File: src/rtl/core/pcs_pkg.sv
// Shared widths, constants and the contour record for the shoelace centroid core.
// Used by pcs_front, pcs_queue, pcs_back and polygon_centroid_shoelace_core.
`default_nettype none

package pcs_pkg;

    localparam int COORD_BITS  = 12;
    localparam int AREA_BITS   = 40;
    localparam int MOMENT_BITS = 52;

    // edge datapath
    localparam int PROD_BITS  = 2 * COORD_BITS;          // x0*y1
    localparam int CROSS_BITS = PROD_BITS + 1;           // signed cross product
    localparam int SUM_BITS   = COORD_BITS + 1;          // x0+x1
    localparam int TERM_BITS  = SUM_BITS + 1 + CROSS_BITS; // signed moment term

    // divider
    localparam int DEN_BITS  = AREA_BITS + 1;            // |3*area|
    localparam int DIVD_BITS = MOMENT_BITS + 1;          // 2|num| + |den|
    localparam int DSH_BITS  = DEN_BITS + 1 + COORD_BITS; // 2|den| << COORD_BITS
    localparam int STEP_BITS = $clog2(COORD_BITS + 1);

    localparam int QUEUE_DEPTH = 2;

    typedef struct packed {
        logic [AREA_BITS-1:0]   area;
        logic [MOMENT_BITS-1:0] mom_x;
        logic [MOMENT_BITS-1:0] mom_y;
        logic                   ok;
    } t_contour;

endpackage

`default_nettype wire

File: src/rtl/core/polygon_centroid_shoelace_core.sv
// Top level of the shoelace polygon centroid core: front end, contour queue,
// back-end divider. Depends on pcs_pkg, pcs_front, pcs_queue and pcs_back.
//
//   channel  | direction | handshake                 | payload
//   vertex   | in        | i_in_valid / o_in_stall   | i_px, i_py, i_last_point
//   centroid | out       | o_out_valid / i_out_stall | o_cx, o_cy, o_centroid_ok
//
// A vertex that does not close its contour is taken every cycle while the queue
// has room; the edge pipeline has product, cross-product and moment-term stages.
// After a last vertex the input stalls while the closing edge runs through the
// pipeline into the queue. Per contour the back end does setup and two restoring
// divisions of up to 13 steps; QUEUE_DEPTH contours wait ahead of it, and the
// input stalls when the queue is full. Reset is synchronous; no clearing pass.
`default_nettype none

module polygon_centroid_shoelace_core #(
    parameter int QUEUE_DEPTH = pcs_pkg::QUEUE_DEPTH
) (
    input  wire logic                           i_clk,
    input  wire logic                           i_rst_n,
    input  wire logic                           i_in_valid,
    output logic                                o_in_stall,
    input  wire logic [pcs_pkg::COORD_BITS-1:0] i_px,
    input  wire logic [pcs_pkg::COORD_BITS-1:0] i_py,
    input  wire logic                           i_last_point,
    output logic                                o_out_valid,
    input  wire logic                           i_out_stall,
    output logic [pcs_pkg::COORD_BITS-1:0]      o_cx,
    output logic [pcs_pkg::COORD_BITS-1:0]      o_cy,
    output logic                                o_centroid_ok
);

    logic              q_full, q_empty, q_push, q_pop;
    pcs_pkg::t_contour q_push_data, q_head;

    pcs_front u_front (
        .i_clk        (i_clk),
        .i_rst_n      (i_rst_n),
        .i_in_valid   (i_in_valid),
        .o_in_stall   (o_in_stall),
        .i_px         (i_px),
        .i_py         (i_py),
        .i_last_point (i_last_point),
        .i_q_full     (q_full),
        .o_push       (q_push),
        .o_push_data  (q_push_data)
    );

    pcs_queue #(
        .DEPTH (QUEUE_DEPTH)
    ) u_queue (
        .i_clk       (i_clk),
        .i_rst_n     (i_rst_n),
        .i_push      (q_push),
        .i_push_data (q_push_data),
        .i_pop       (q_pop),
        .o_head      (q_head),
        .o_full      (q_full),
        .o_empty     (q_empty)
    );

    pcs_back u_back (
        .i_clk         (i_clk),
        .i_rst_n       (i_rst_n),
        .i_q_empty     (q_empty),
        .i_head        (q_head),
        .o_pop         (q_pop),
        .o_out_valid   (o_out_valid),
        .i_out_stall   (i_out_stall),
        .o_cx          (o_cx),
        .o_cy          (o_cy),
        .o_centroid_ok (o_centroid_ok)
    );

endmodule

`default_nettype wire

File: src/rtl/core/pcs_front.sv
// Front end: takes vertices, forms edges, runs the cross/moment pipeline and
// accumulates per-contour sums. Depends on pcs_pkg.
`default_nettype none

module pcs_front (
    input  wire logic                           i_clk,
    input  wire logic                           i_rst_n,
    input  wire logic                           i_in_valid,
    output logic                                o_in_stall,
    input  wire logic [pcs_pkg::COORD_BITS-1:0] i_px,
    input  wire logic [pcs_pkg::COORD_BITS-1:0] i_py,
    input  wire logic                           i_last_point,
    input  wire logic                           i_q_full,
    output logic                                o_push,
    output pcs_pkg::t_contour                   o_push_data
);

    localparam int CB = pcs_pkg::COORD_BITS;
    localparam int PB = pcs_pkg::PROD_BITS;
    localparam int XB = pcs_pkg::CROSS_BITS;
    localparam int SB = pcs_pkg::SUM_BITS;
    localparam int TB = pcs_pkg::TERM_BITS;
    localparam int AB = pcs_pkg::AREA_BITS;
    localparam int MB = pcs_pkg::MOMENT_BITS;

    typedef enum logic [1:0] {F_RUN, F_CLOSE, F_WAIT} t_fstate;

    t_fstate r_state;
    logic [CB-1:0] r_first_x, r_first_y, r_prev_x, r_prev_y;
    logic [1:0]    r_count;

    // stage 1: products and coordinate sums
    logic          r_v1, r_close1, r_ok1;
    logic [PB-1:0] r_p1, r_p2;
    logic [SB-1:0] r_sx1, r_sy1;
    // stage 2: cross product
    logic                 r_v2, r_close2, r_ok2;
    logic signed [XB-1:0] r_c2;
    logic [SB-1:0]        r_sx2, r_sy2;
    // stage 3: moment terms
    logic                 r_v3, r_close3, r_ok3;
    logic signed [XB-1:0] r_c3;
    logic signed [TB-1:0] r_mx3, r_my3;
    // accumulators
    logic [AB-1:0] r_area;
    logic [MB-1:0] r_mom_x, r_mom_y;

    logic          accept;
    logic          edge_go;
    logic [CB-1:0] x1, y1;
    logic [AB-1:0] area_new;
    logic [MB-1:0] mom_x_new, mom_y_new;

    assign o_in_stall = (r_state != F_RUN) || i_q_full;
    assign accept     = i_in_valid && !o_in_stall;
    assign edge_go    = (accept && (r_count != 2'd0)) || (r_state == F_CLOSE);
    assign x1         = (r_state == F_CLOSE) ? r_first_x : i_px;
    assign y1         = (r_state == F_CLOSE) ? r_first_y : i_py;

    assign area_new  = r_area + {{(AB-XB){r_c3[XB-1]}}, r_c3};
    assign mom_x_new = r_mom_x + {{(MB-TB){r_mx3[TB-1]}}, r_mx3};
    assign mom_y_new = r_mom_y + {{(MB-TB){r_my3[TB-1]}}, r_my3};

    assign o_push             = r_v3 && r_close3;
    assign o_push_data.area   = area_new;
    assign o_push_data.mom_x  = mom_x_new;
    assign o_push_data.mom_y  = mom_y_new;
    assign o_push_data.ok     = r_ok3;

    always_ff @(posedge i_clk) begin
        if (!i_rst_n) begin
            r_state   <= F_RUN;
            r_count   <= 2'd0;
            r_first_x <= '0;
            r_first_y <= '0;
            r_prev_x  <= '0;
            r_prev_y  <= '0;
            r_v1      <= 1'b0;
            r_v2      <= 1'b0;
            r_v3      <= 1'b0;
            r_area    <= '0;
            r_mom_x   <= '0;
            r_mom_y   <= '0;
        end else begin
            unique case (r_state)
                F_RUN: begin
                    if (accept) begin
                        if (r_count == 2'd0) begin
                            r_first_x <= i_px;
                            r_first_y <= i_py;
                            r_count   <= 2'd1;
                        end else if (r_count != 2'd3) begin
                            r_count <= r_count + 2'd1;
                        end
                        r_prev_x <= i_px;
                        r_prev_y <= i_py;
                        if (i_last_point) begin
                            r_state <= F_CLOSE;
                        end
                    end
                end
                F_CLOSE: begin
                    // closing edge enters now; contour state starts over
                    r_count <= 2'd0;
                    r_state <= F_WAIT;
                end
                F_WAIT: begin
                    if (o_push) begin
                        r_state <= F_RUN;
                    end
                end
                default: r_state <= F_RUN;
            endcase

            r_v1 <= edge_go;
            r_v2 <= r_v1;
            r_v3 <= r_v2;

            if (r_v3) begin
                if (r_close3) begin
                    r_area  <= '0;
                    r_mom_x <= '0;
                    r_mom_y <= '0;
                end else begin
                    r_area  <= area_new;
                    r_mom_x <= mom_x_new;
                    r_mom_y <= mom_y_new;
                end
            end
        end
    end

    // edge pipeline payload
    always_ff @(posedge i_clk) begin
        if (edge_go) begin
            r_p1     <= PB'(r_prev_x) * PB'(y1);
            r_p2     <= PB'(x1) * PB'(r_prev_y);
            r_sx1    <= {1'b0, r_prev_x} + {1'b0, x1};
            r_sy1    <= {1'b0, r_prev_y} + {1'b0, y1};
            r_close1 <= (r_state == F_CLOSE);
            r_ok1    <= (r_count == 2'd3);
        end
        r_c2     <= $signed({1'b0, r_p1}) - $signed({1'b0, r_p2});
        r_sx2    <= r_sx1;
        r_sy2    <= r_sy1;
        r_close2 <= r_close1;
        r_ok2    <= r_ok1;

        r_mx3    <= TB'($signed({1'b0, r_sx2})) * TB'(r_c2);
        r_my3    <= TB'($signed({1'b0, r_sy2})) * TB'(r_c2);
        r_c3     <= r_c2;
        r_close3 <= r_close2;
        r_ok3    <= r_ok2;
    end

endmodule

`default_nettype wire

File: src/rtl/core/pcs_queue.sv
// Short FIFO of finished contour sums between front and back ends.
// Depends on pcs_pkg for the record type.
`default_nettype none

module pcs_queue #(
    parameter int DEPTH = pcs_pkg::QUEUE_DEPTH
) (
    input  wire logic        i_clk,
    input  wire logic        i_rst_n,
    input  wire logic        i_push,
    input  wire pcs_pkg::t_contour i_push_data,
    input  wire logic        i_pop,
    output pcs_pkg::t_contour o_head,
    output logic             o_full,
    output logic             o_empty
);

    localparam int PTR_BITS = $clog2(DEPTH);
    localparam int CNT_BITS = $clog2(DEPTH + 1);

    pcs_pkg::t_contour r_mem [DEPTH];
    logic [PTR_BITS-1:0] r_wr, r_rd;
    logic [CNT_BITS-1:0] r_cnt;

    assign o_full  = (r_cnt == CNT_BITS'(DEPTH));
    assign o_empty = (r_cnt == '0);
    assign o_head  = r_mem[r_rd];

    always_ff @(posedge i_clk) begin
        if (!i_rst_n) begin
            r_wr  <= '0;
            r_rd  <= '0;
            r_cnt <= '0;
        end else begin
            if (i_push) begin
                r_wr <= (r_wr == PTR_BITS'(DEPTH - 1)) ? '0 : r_wr + 1'b1;
            end
            if (i_pop) begin
                r_rd <= (r_rd == PTR_BITS'(DEPTH - 1)) ? '0 : r_rd + 1'b1;
            end
            if (i_push && !i_pop) begin
                r_cnt <= r_cnt + 1'b1;
            end else if (i_pop && !i_push) begin
                r_cnt <= r_cnt - 1'b1;
            end
        end
    end

    always_ff @(posedge i_clk) begin
        if (i_push) begin
            r_mem[r_wr] <= i_push_data;
        end
    end

endmodule

`default_nettype wire

File: src/rtl/core/pcs_back.sv
// Back end: divides each moment by three times the area with a radix-2
// restoring divider, rounds, clamps and holds the result. Depends on pcs_pkg.
`default_nettype none

module pcs_back (
    input  wire logic                      i_clk,
    input  wire logic                      i_rst_n,
    input  wire logic                      i_q_empty,
    input  wire pcs_pkg::t_contour         i_head,
    output logic                           o_pop,
    output logic                           o_out_valid,
    input  wire logic                      i_out_stall,
    output logic [pcs_pkg::COORD_BITS-1:0] o_cx,
    output logic [pcs_pkg::COORD_BITS-1:0] o_cy,
    output logic                           o_centroid_ok
);

    localparam int CB  = pcs_pkg::COORD_BITS;
    localparam int AB  = pcs_pkg::AREA_BITS;
    localparam int MB  = pcs_pkg::MOMENT_BITS;
    localparam int DB  = pcs_pkg::DEN_BITS;
    localparam int VB  = pcs_pkg::DIVD_BITS;
    localparam int HB  = pcs_pkg::DSH_BITS;
    localparam int STB = pcs_pkg::STEP_BITS;

    typedef enum logic [2:0] {B_IDLE, B_DEN, B_ABS, B_LOAD, B_DIV, B_OUT} t_bstate;

    t_bstate r_state;
    logic [AB-1:0]  r_area;
    logic [MB-1:0]  r_mom_x, r_mom_y;
    logic           r_ok, r_okf;
    logic [DB-1:0]  r_den_abs;
    logic           r_den_neg;
    logic           r_sel;
    logic [MB-1:0]  r_num_abs;
    logic           r_neg;
    logic [VB-1:0]  r_rem;
    logic [HB-1:0]  r_dsh;
    logic [STB-1:0] r_step;
    logic [CB-1:0]  r_q;
    logic [CB-1:0]  r_cx, r_cy;
    logic           r_o_valid;
    logic [CB-1:0]  r_o_cx, r_o_cy;
    logic           r_o_ok;

    logic signed [AB+1:0] den3;
    logic [AB+1:0]        den3_neg;
    logic [MB-1:0]        num;
    logic                 ge;
    logic                 top_step;
    logic [CB-1:0]        q_next;
    logic [CB-1:0]        coord;
    logic                 out_load;

    assign o_pop         = (r_state == B_IDLE) && !i_q_empty;
    assign o_out_valid   = r_o_valid;
    assign o_cx          = r_o_cx;
    assign o_cy          = r_o_cy;
    assign o_centroid_ok = r_o_ok;

    assign den3     = $signed({{2{r_area[AB-1]}}, r_area}) + $signed({r_area[AB-1], r_area, 1'b0});
    assign den3_neg = -den3;
    assign num      = r_sel ? r_mom_y : r_mom_x;
    assign ge       = ({1'b0, r_rem} >= r_dsh);
    assign top_step = (r_step == STB'(CB));
    assign q_next   = {r_q[CB-2:0], ge};
    assign out_load = (r_state == B_OUT) && (!r_o_valid || !i_out_stall);

    // negative quotients clamp to zero, oversized ones to full scale
    always_comb begin
        priority if (r_neg) begin
            coord = '0;
        end else if (top_step) begin
            coord = {CB{1'b1}};
        end else begin
            coord = q_next;
        end
    end

    always_ff @(posedge i_clk) begin
        if (!i_rst_n) begin
            r_state   <= B_IDLE;
            r_o_valid <= 1'b0;
        end else begin
            // load a new result, or drop the one just taken
            if (out_load) begin
                r_o_valid <= 1'b1;
            end else if (r_o_valid && !i_out_stall) begin
                r_o_valid <= 1'b0;
            end
            unique case (r_state)
                B_IDLE: begin
                    if (!i_q_empty) begin
                        r_area  <= i_head.area;
                        r_mom_x <= i_head.mom_x;
                        r_mom_y <= i_head.mom_y;
                        r_ok    <= i_head.ok;
                        r_state <= B_DEN;
                    end
                end
                B_DEN: begin
                    r_den_neg <= den3[AB+1];
                    r_den_abs <= den3[AB+1] ? den3_neg[DB-1:0] : den3[DB-1:0];
                    r_okf     <= r_ok && (r_area != '0);
                    r_sel     <= 1'b0;
                    r_state   <= B_ABS;
                end
                B_ABS: begin
                    r_num_abs <= num[MB-1] ? -num : num;
                    r_neg     <= num[MB-1] ^ r_den_neg;
                    r_state   <= B_LOAD;
                end
                B_LOAD: begin
                    r_rem   <= {r_num_abs, 1'b0} + {{(VB-DB){1'b0}}, r_den_abs};
                    r_dsh   <= {r_den_abs, 1'b0, {CB{1'b0}}};
                    r_step  <= STB'(CB);
                    r_q     <= '0;
                    r_state <= B_DIV;
                end
                B_DIV: begin
                    if (!top_step) begin
                        r_q <= q_next;
                        if (ge) begin
                            r_rem <= r_rem - r_dsh[VB-1:0];
                        end
                    end
                    r_dsh  <= r_dsh >> 1;
                    r_step <= r_step - 1'b1;
                    if ((top_step && ge) || (r_step == '0)) begin
                        if (!r_sel) begin
                            r_cx    <= coord;
                            r_sel   <= 1'b1;
                            r_state <= B_ABS;
                        end else begin
                            r_cy    <= coord;
                            r_state <= B_OUT;
                        end
                    end
                end
                B_OUT: begin
                    // hold until the output register is free
                    if (out_load) begin
                        r_o_cx    <= r_okf ? r_cx : '0;
                        r_o_cy    <= r_okf ? r_cy : '0;
                        r_o_ok    <= r_okf;
                        r_state   <= B_IDLE;
                    end
                end
                default: r_state <= B_IDLE;
            endcase
        end
    end

endmodule

`default_nettype wire
File: config.mk
export PLATFORM = sky130hd
export DESIGN_NAME = polygon_centroid_shoelace_core
export DESIGN_NICKNAME = d
export VERILOG_FILES = /design/src/rtl/core/pcs_pkg.sv /design/src/rtl/core/polygon_centroid_shoelace_core.sv /design/src/rtl/core/pcs_front.sv /design/src/rtl/core/pcs_queue.sv /design/src/rtl/core/pcs_back.sv
export SDC_FILE = /design/constraint.sdc
export NUM_CORES = 2
export LEC_CHECK = 0
export BUFFER_PORTS_ARGS = -buffer_cell sky130_fd_sc_hd__buf_2
export CORE_ASPECT_RATIO = 0.6
export CORE_MARGIN = 1.5
export CORE_UTILIZATION = 25
export CTS_BUF_LIST = sky130_fd_sc_hd__clkbuf_4 sky130_fd_sc_hd__clkbuf_8 sky130_fd_sc_hd__clkbuf_16
export DETAILED_ROUTE_END_ITERATION = 6
export GPL_TIMING_DRIVEN = 1
export PLACE_DENSITY = 0.37
export SLEW_MARGIN = 25
export SYNTH_ARGS = -nofsm -noshare
export SYNTH_HDL_FRONTEND = slang
export SYNTH_SLANG_ARGS = --single-unit
File: constraint.sdc
create_clock -name i_clk -period 16.1 [get_ports i_clk]
set_clock_uncertainty 0.15 [all_clocks]
set_input_delay 0.805 -clock i_clk [delete_from_list [all_inputs] [get_ports i_clk]]
set_output_delay 0.805 -clock i_clk [all_outputs]
set_load 0.005 [all_outputs]
==> results.md <==
* Via density at 4.54
* Area leader, netlist: edfxtp_1
* Postcts setup bufs at 0
* Hold_sp: i_py[7]
* Startpoint Class: flop
* RSZ-0062 raised after global routing: no
* Min Tclk post-route at 8550 ps
* Sequential area share after synthesis at 34.9%
* Top cell type's share of synthesized area at 26.6%
* Vias at 60,700
* # IOs at 56
* Critical path arrival at 9090 ps
* WP data required at 16,630 ps
* Async S/R FF share, synth at 0%
* CTS Buffer Depth at 4
* Slew @ Worst Pin at 1190 ps
* Post-Syn Nets at 10,100
* Post-Route WL at 264,000 um
* Register-to-register setup slack at 7550 ps
* Worst-path clk slew at 60 ps
* WS Path Type: flop to flop
* Slowest-stage cell, CP: dfxtp_2
* Hold Path Cell Cnt at 3
* Syn Area/Cell at 10.2 sq um
* R2r worst-path depth at 22
* Clock Latency Late Sink at 850 ps
* Final #Nets at 10,100
* Largest net degree at the start of global routing at 95
* Type of the tightest min-delay check: input port to flop
* Setup violators final at 0
* Max frequency at 0.117 GHz
* Global-route wire length before repair at 409,000 um
* FF+latch area at 30,700 sq um
* TritonRoute pass-1 iters at 5
* Normalized max-slew margin at 19.5%
* GP Congestion at 0.835
* CTS Buf Count at 141
* CTS sink cnt at 1,144
* Synthesized instance count at 8,598
* Die Y at 463 um
* Yosys cell types at 91
* FF-to-FF End: u_front.r_my3[37]
* Hold slack at 108 ps
* Most frequent cell after synthesis: inv_1
* Root buf cell: clkbuf_16
* Final worst path period share at 53.1%
* Share of cells above drive strength 1 at 7.44%
* Area growth syn-to-layout at 12.0%
* Commonest cells post-synth: inv_1, nand2_1, fa_1
* DPL Wire Length at 204,000 um
* Post-synth top flop: edfxtp_1
* # rows at 168
* Slew Limit Fails at 0
* Ys Warns at 0
* Hold_buf cts at 0
* Antenna Violating Nets Remaining at 0
* Port Buffers at 55
* Grt ovf at 0
* Core Box Area at 350,000 sq um
* GR peak layer: met1
* Final hold vios at 0
* Initial antenna violation count at 18
* Fill count at 36,700
* EDFF count, synth at 779
* Starting Density at 25.2%
* Crit-path max FO at 25
* Synthesized area at 88,100 sq um
* Hold Path End: u_front.r_prev_y[7]
* Routed length per placed instance at 19.8 um
* Met2 usage at 18.4%
* Yosys reg bits at 1,144
* Max-cap violations at 0
* CTS tree: yes
* GR Util met1 at 26.0%
* Horiz. Die Dim at 769 um
* CP Cell Sequence: nand2_1, fa_1, fa_1, fa_1, inv_1, fa_1, fa_1, fa_1, ha_1, a21o_1, a21oi_1, o21bai_1, a21oi_1, o21ai_0, a221oi_1, o31ai_2, a21o_1, a21oi_1, o21bai_1, a21oi_1, o21ai_0, xor2_1
* Vias in the first global route at 62,500
* Status: complete, no violations
* DRC at 0
* Setup tns final at 0 ps
* Area of the multi-input gates at 51,900 sq um
* Synth top area cells: edfxtp_1, fa_1, ha_1
* GRT Total Usage at 15.0%
* Worst path max stage delay at 860 ps
* DIE AREA at 356,000 sq um
* Reg-to-Reg Start: u_front.r_sy2[8]
* First DRT Iteration DRCs at 4,440
* H-tree Lvls at 4
* Critical path endpoint category: flop
* Most used cell, CP: fa_1
* Post-cts gate resize count at 0
* M3 GR Usage at 2.72%
==> logic make-up after synthesis <==
logic type	Yosys count	synth area share [%]
flops	1144	34.9
xor+xnor	500	4.97
mux	211	2.64
fa+ha+maj	1465	27.7
simple gates	2261	12.3
buf+inv	1496	6.39
compound gates	1521	11.1
==> stage by stage <==
step	utilization [%]	instances	setup WS [ps]	instance area [sq um]
after floorplan	-	8598	6920	88100
after global placement	26.9	13100	7510	94000
after detailed placement	26.9	13100	7660	94000
after CTS	28.2	13400	7560	98600
after global routing	28.2	13400	7130	98600
final	28.2	13400	7550	98600
==> how the worst max path moves through the flow <==
| stage | startpoint | end | slack (ps) |
|---|---|---|---|
| 4_1_cts | u_front.r_sx2[2] | u_front.r_mx3[37] | 7560 |
| 5_1_grt | u_front.r_c2[7] | u_front.r_my3[38] | 7130 |
| 3_3_place_gp | u_front.r_sx2[2] | u_front.r_mx3[37] | 7510 |
| 2_1_floorplan | i_rst_n | u_back.r_rem[0] | 6920 |
| 6_report | u_front.r_sy2[8] | u_front.r_my3[37] | 7550 |
| 3_5_place_dp | u_front.r_sx2[2] | u_front.r_mx3[37] | 7660 |
==> final cells by class <==
type | instances | area share [%]
Multi-Input combinational cell | 5958 | 52.6
Sequential cell | 1144 | 31.1
Tap cell | 4675 | 5.93
Inverter | 1179 | 4.49
Clock buffer | 179 | 4.02
Timing Repair Buffer | 165 | 1.13
Clock inverter | 68 | 0.676
Antenna cell | 10 | 0.0254
==> critical path, delay by kind of cell (launching register included) <==
kind	cells	cell delay (ps)
AOI/OAI and AO/OA	12	3670
adders and majority gates	7	3290
DFF	1	860
and+or+nand+nor	1	200
xor gates and xnor gates	1	190
buffers and inverters	1	50
==> routing by layer <==
layer	vias to the layer above	part of all wire [%]
li1	28700	-
met1	30500	58
met2	1286	34
met3	199	6.1
met4	0	1.3
met5	-	0
==> cell usage in the layout (no fill, tap or decap), drive strengths merged, types with 154 or more instances in the layout <==
master,netlist,routed
inv,1177,1187
nand2,902,902
fa,811,811
edfxtp,779,779
ha,654,654
and2,466,466
a21oi,464,464
nor2,399,399
dfxtp,365,365
xnor2,346,346
o21ai,304,304
a21o,215,215
clkbuf,303,179
mux2,171,171
buf,14,165
xor2,154,154
==> state kept, by name, summed over array words and instances (netlist names), 13 cells and up <==
| signal | flops |
|---|---|
| u_front.r_c2 | 25 |
| u_front.r_p2 | 24 |
| u_back.r_dsh | 54 |
| u_back.r_rem | 53 |
| u_front.r_mom_x | 52 |
| u_front.r_sy2 | 13 |
| u_back.r_area | 40 |
| u_front.r_mx3 | 39 |
| u_front.r_sy1 | 13 |
| u_back.r_mom_y | 52 |
| u_front.r_my3 | 39 |
| u_front.r_sx1 | 13 |
| u_front.r_mom_y | 52 |
| u_front.r_p1 | 24 |
| u_front.r_c3 | 25 |
| u_back.r_den_abs | 41 |
| u_back.r_num_abs | 52 |
| u_back.r_mom_x | 52 |
| u_front.r_area | 40 |
| u_front.r_sx2 | 13 |
| u_queue.r_mem | 290 |
Power is not shown: default switching activity piles up to over one toggle a cycle in this logic, so the estimate is an artifact.
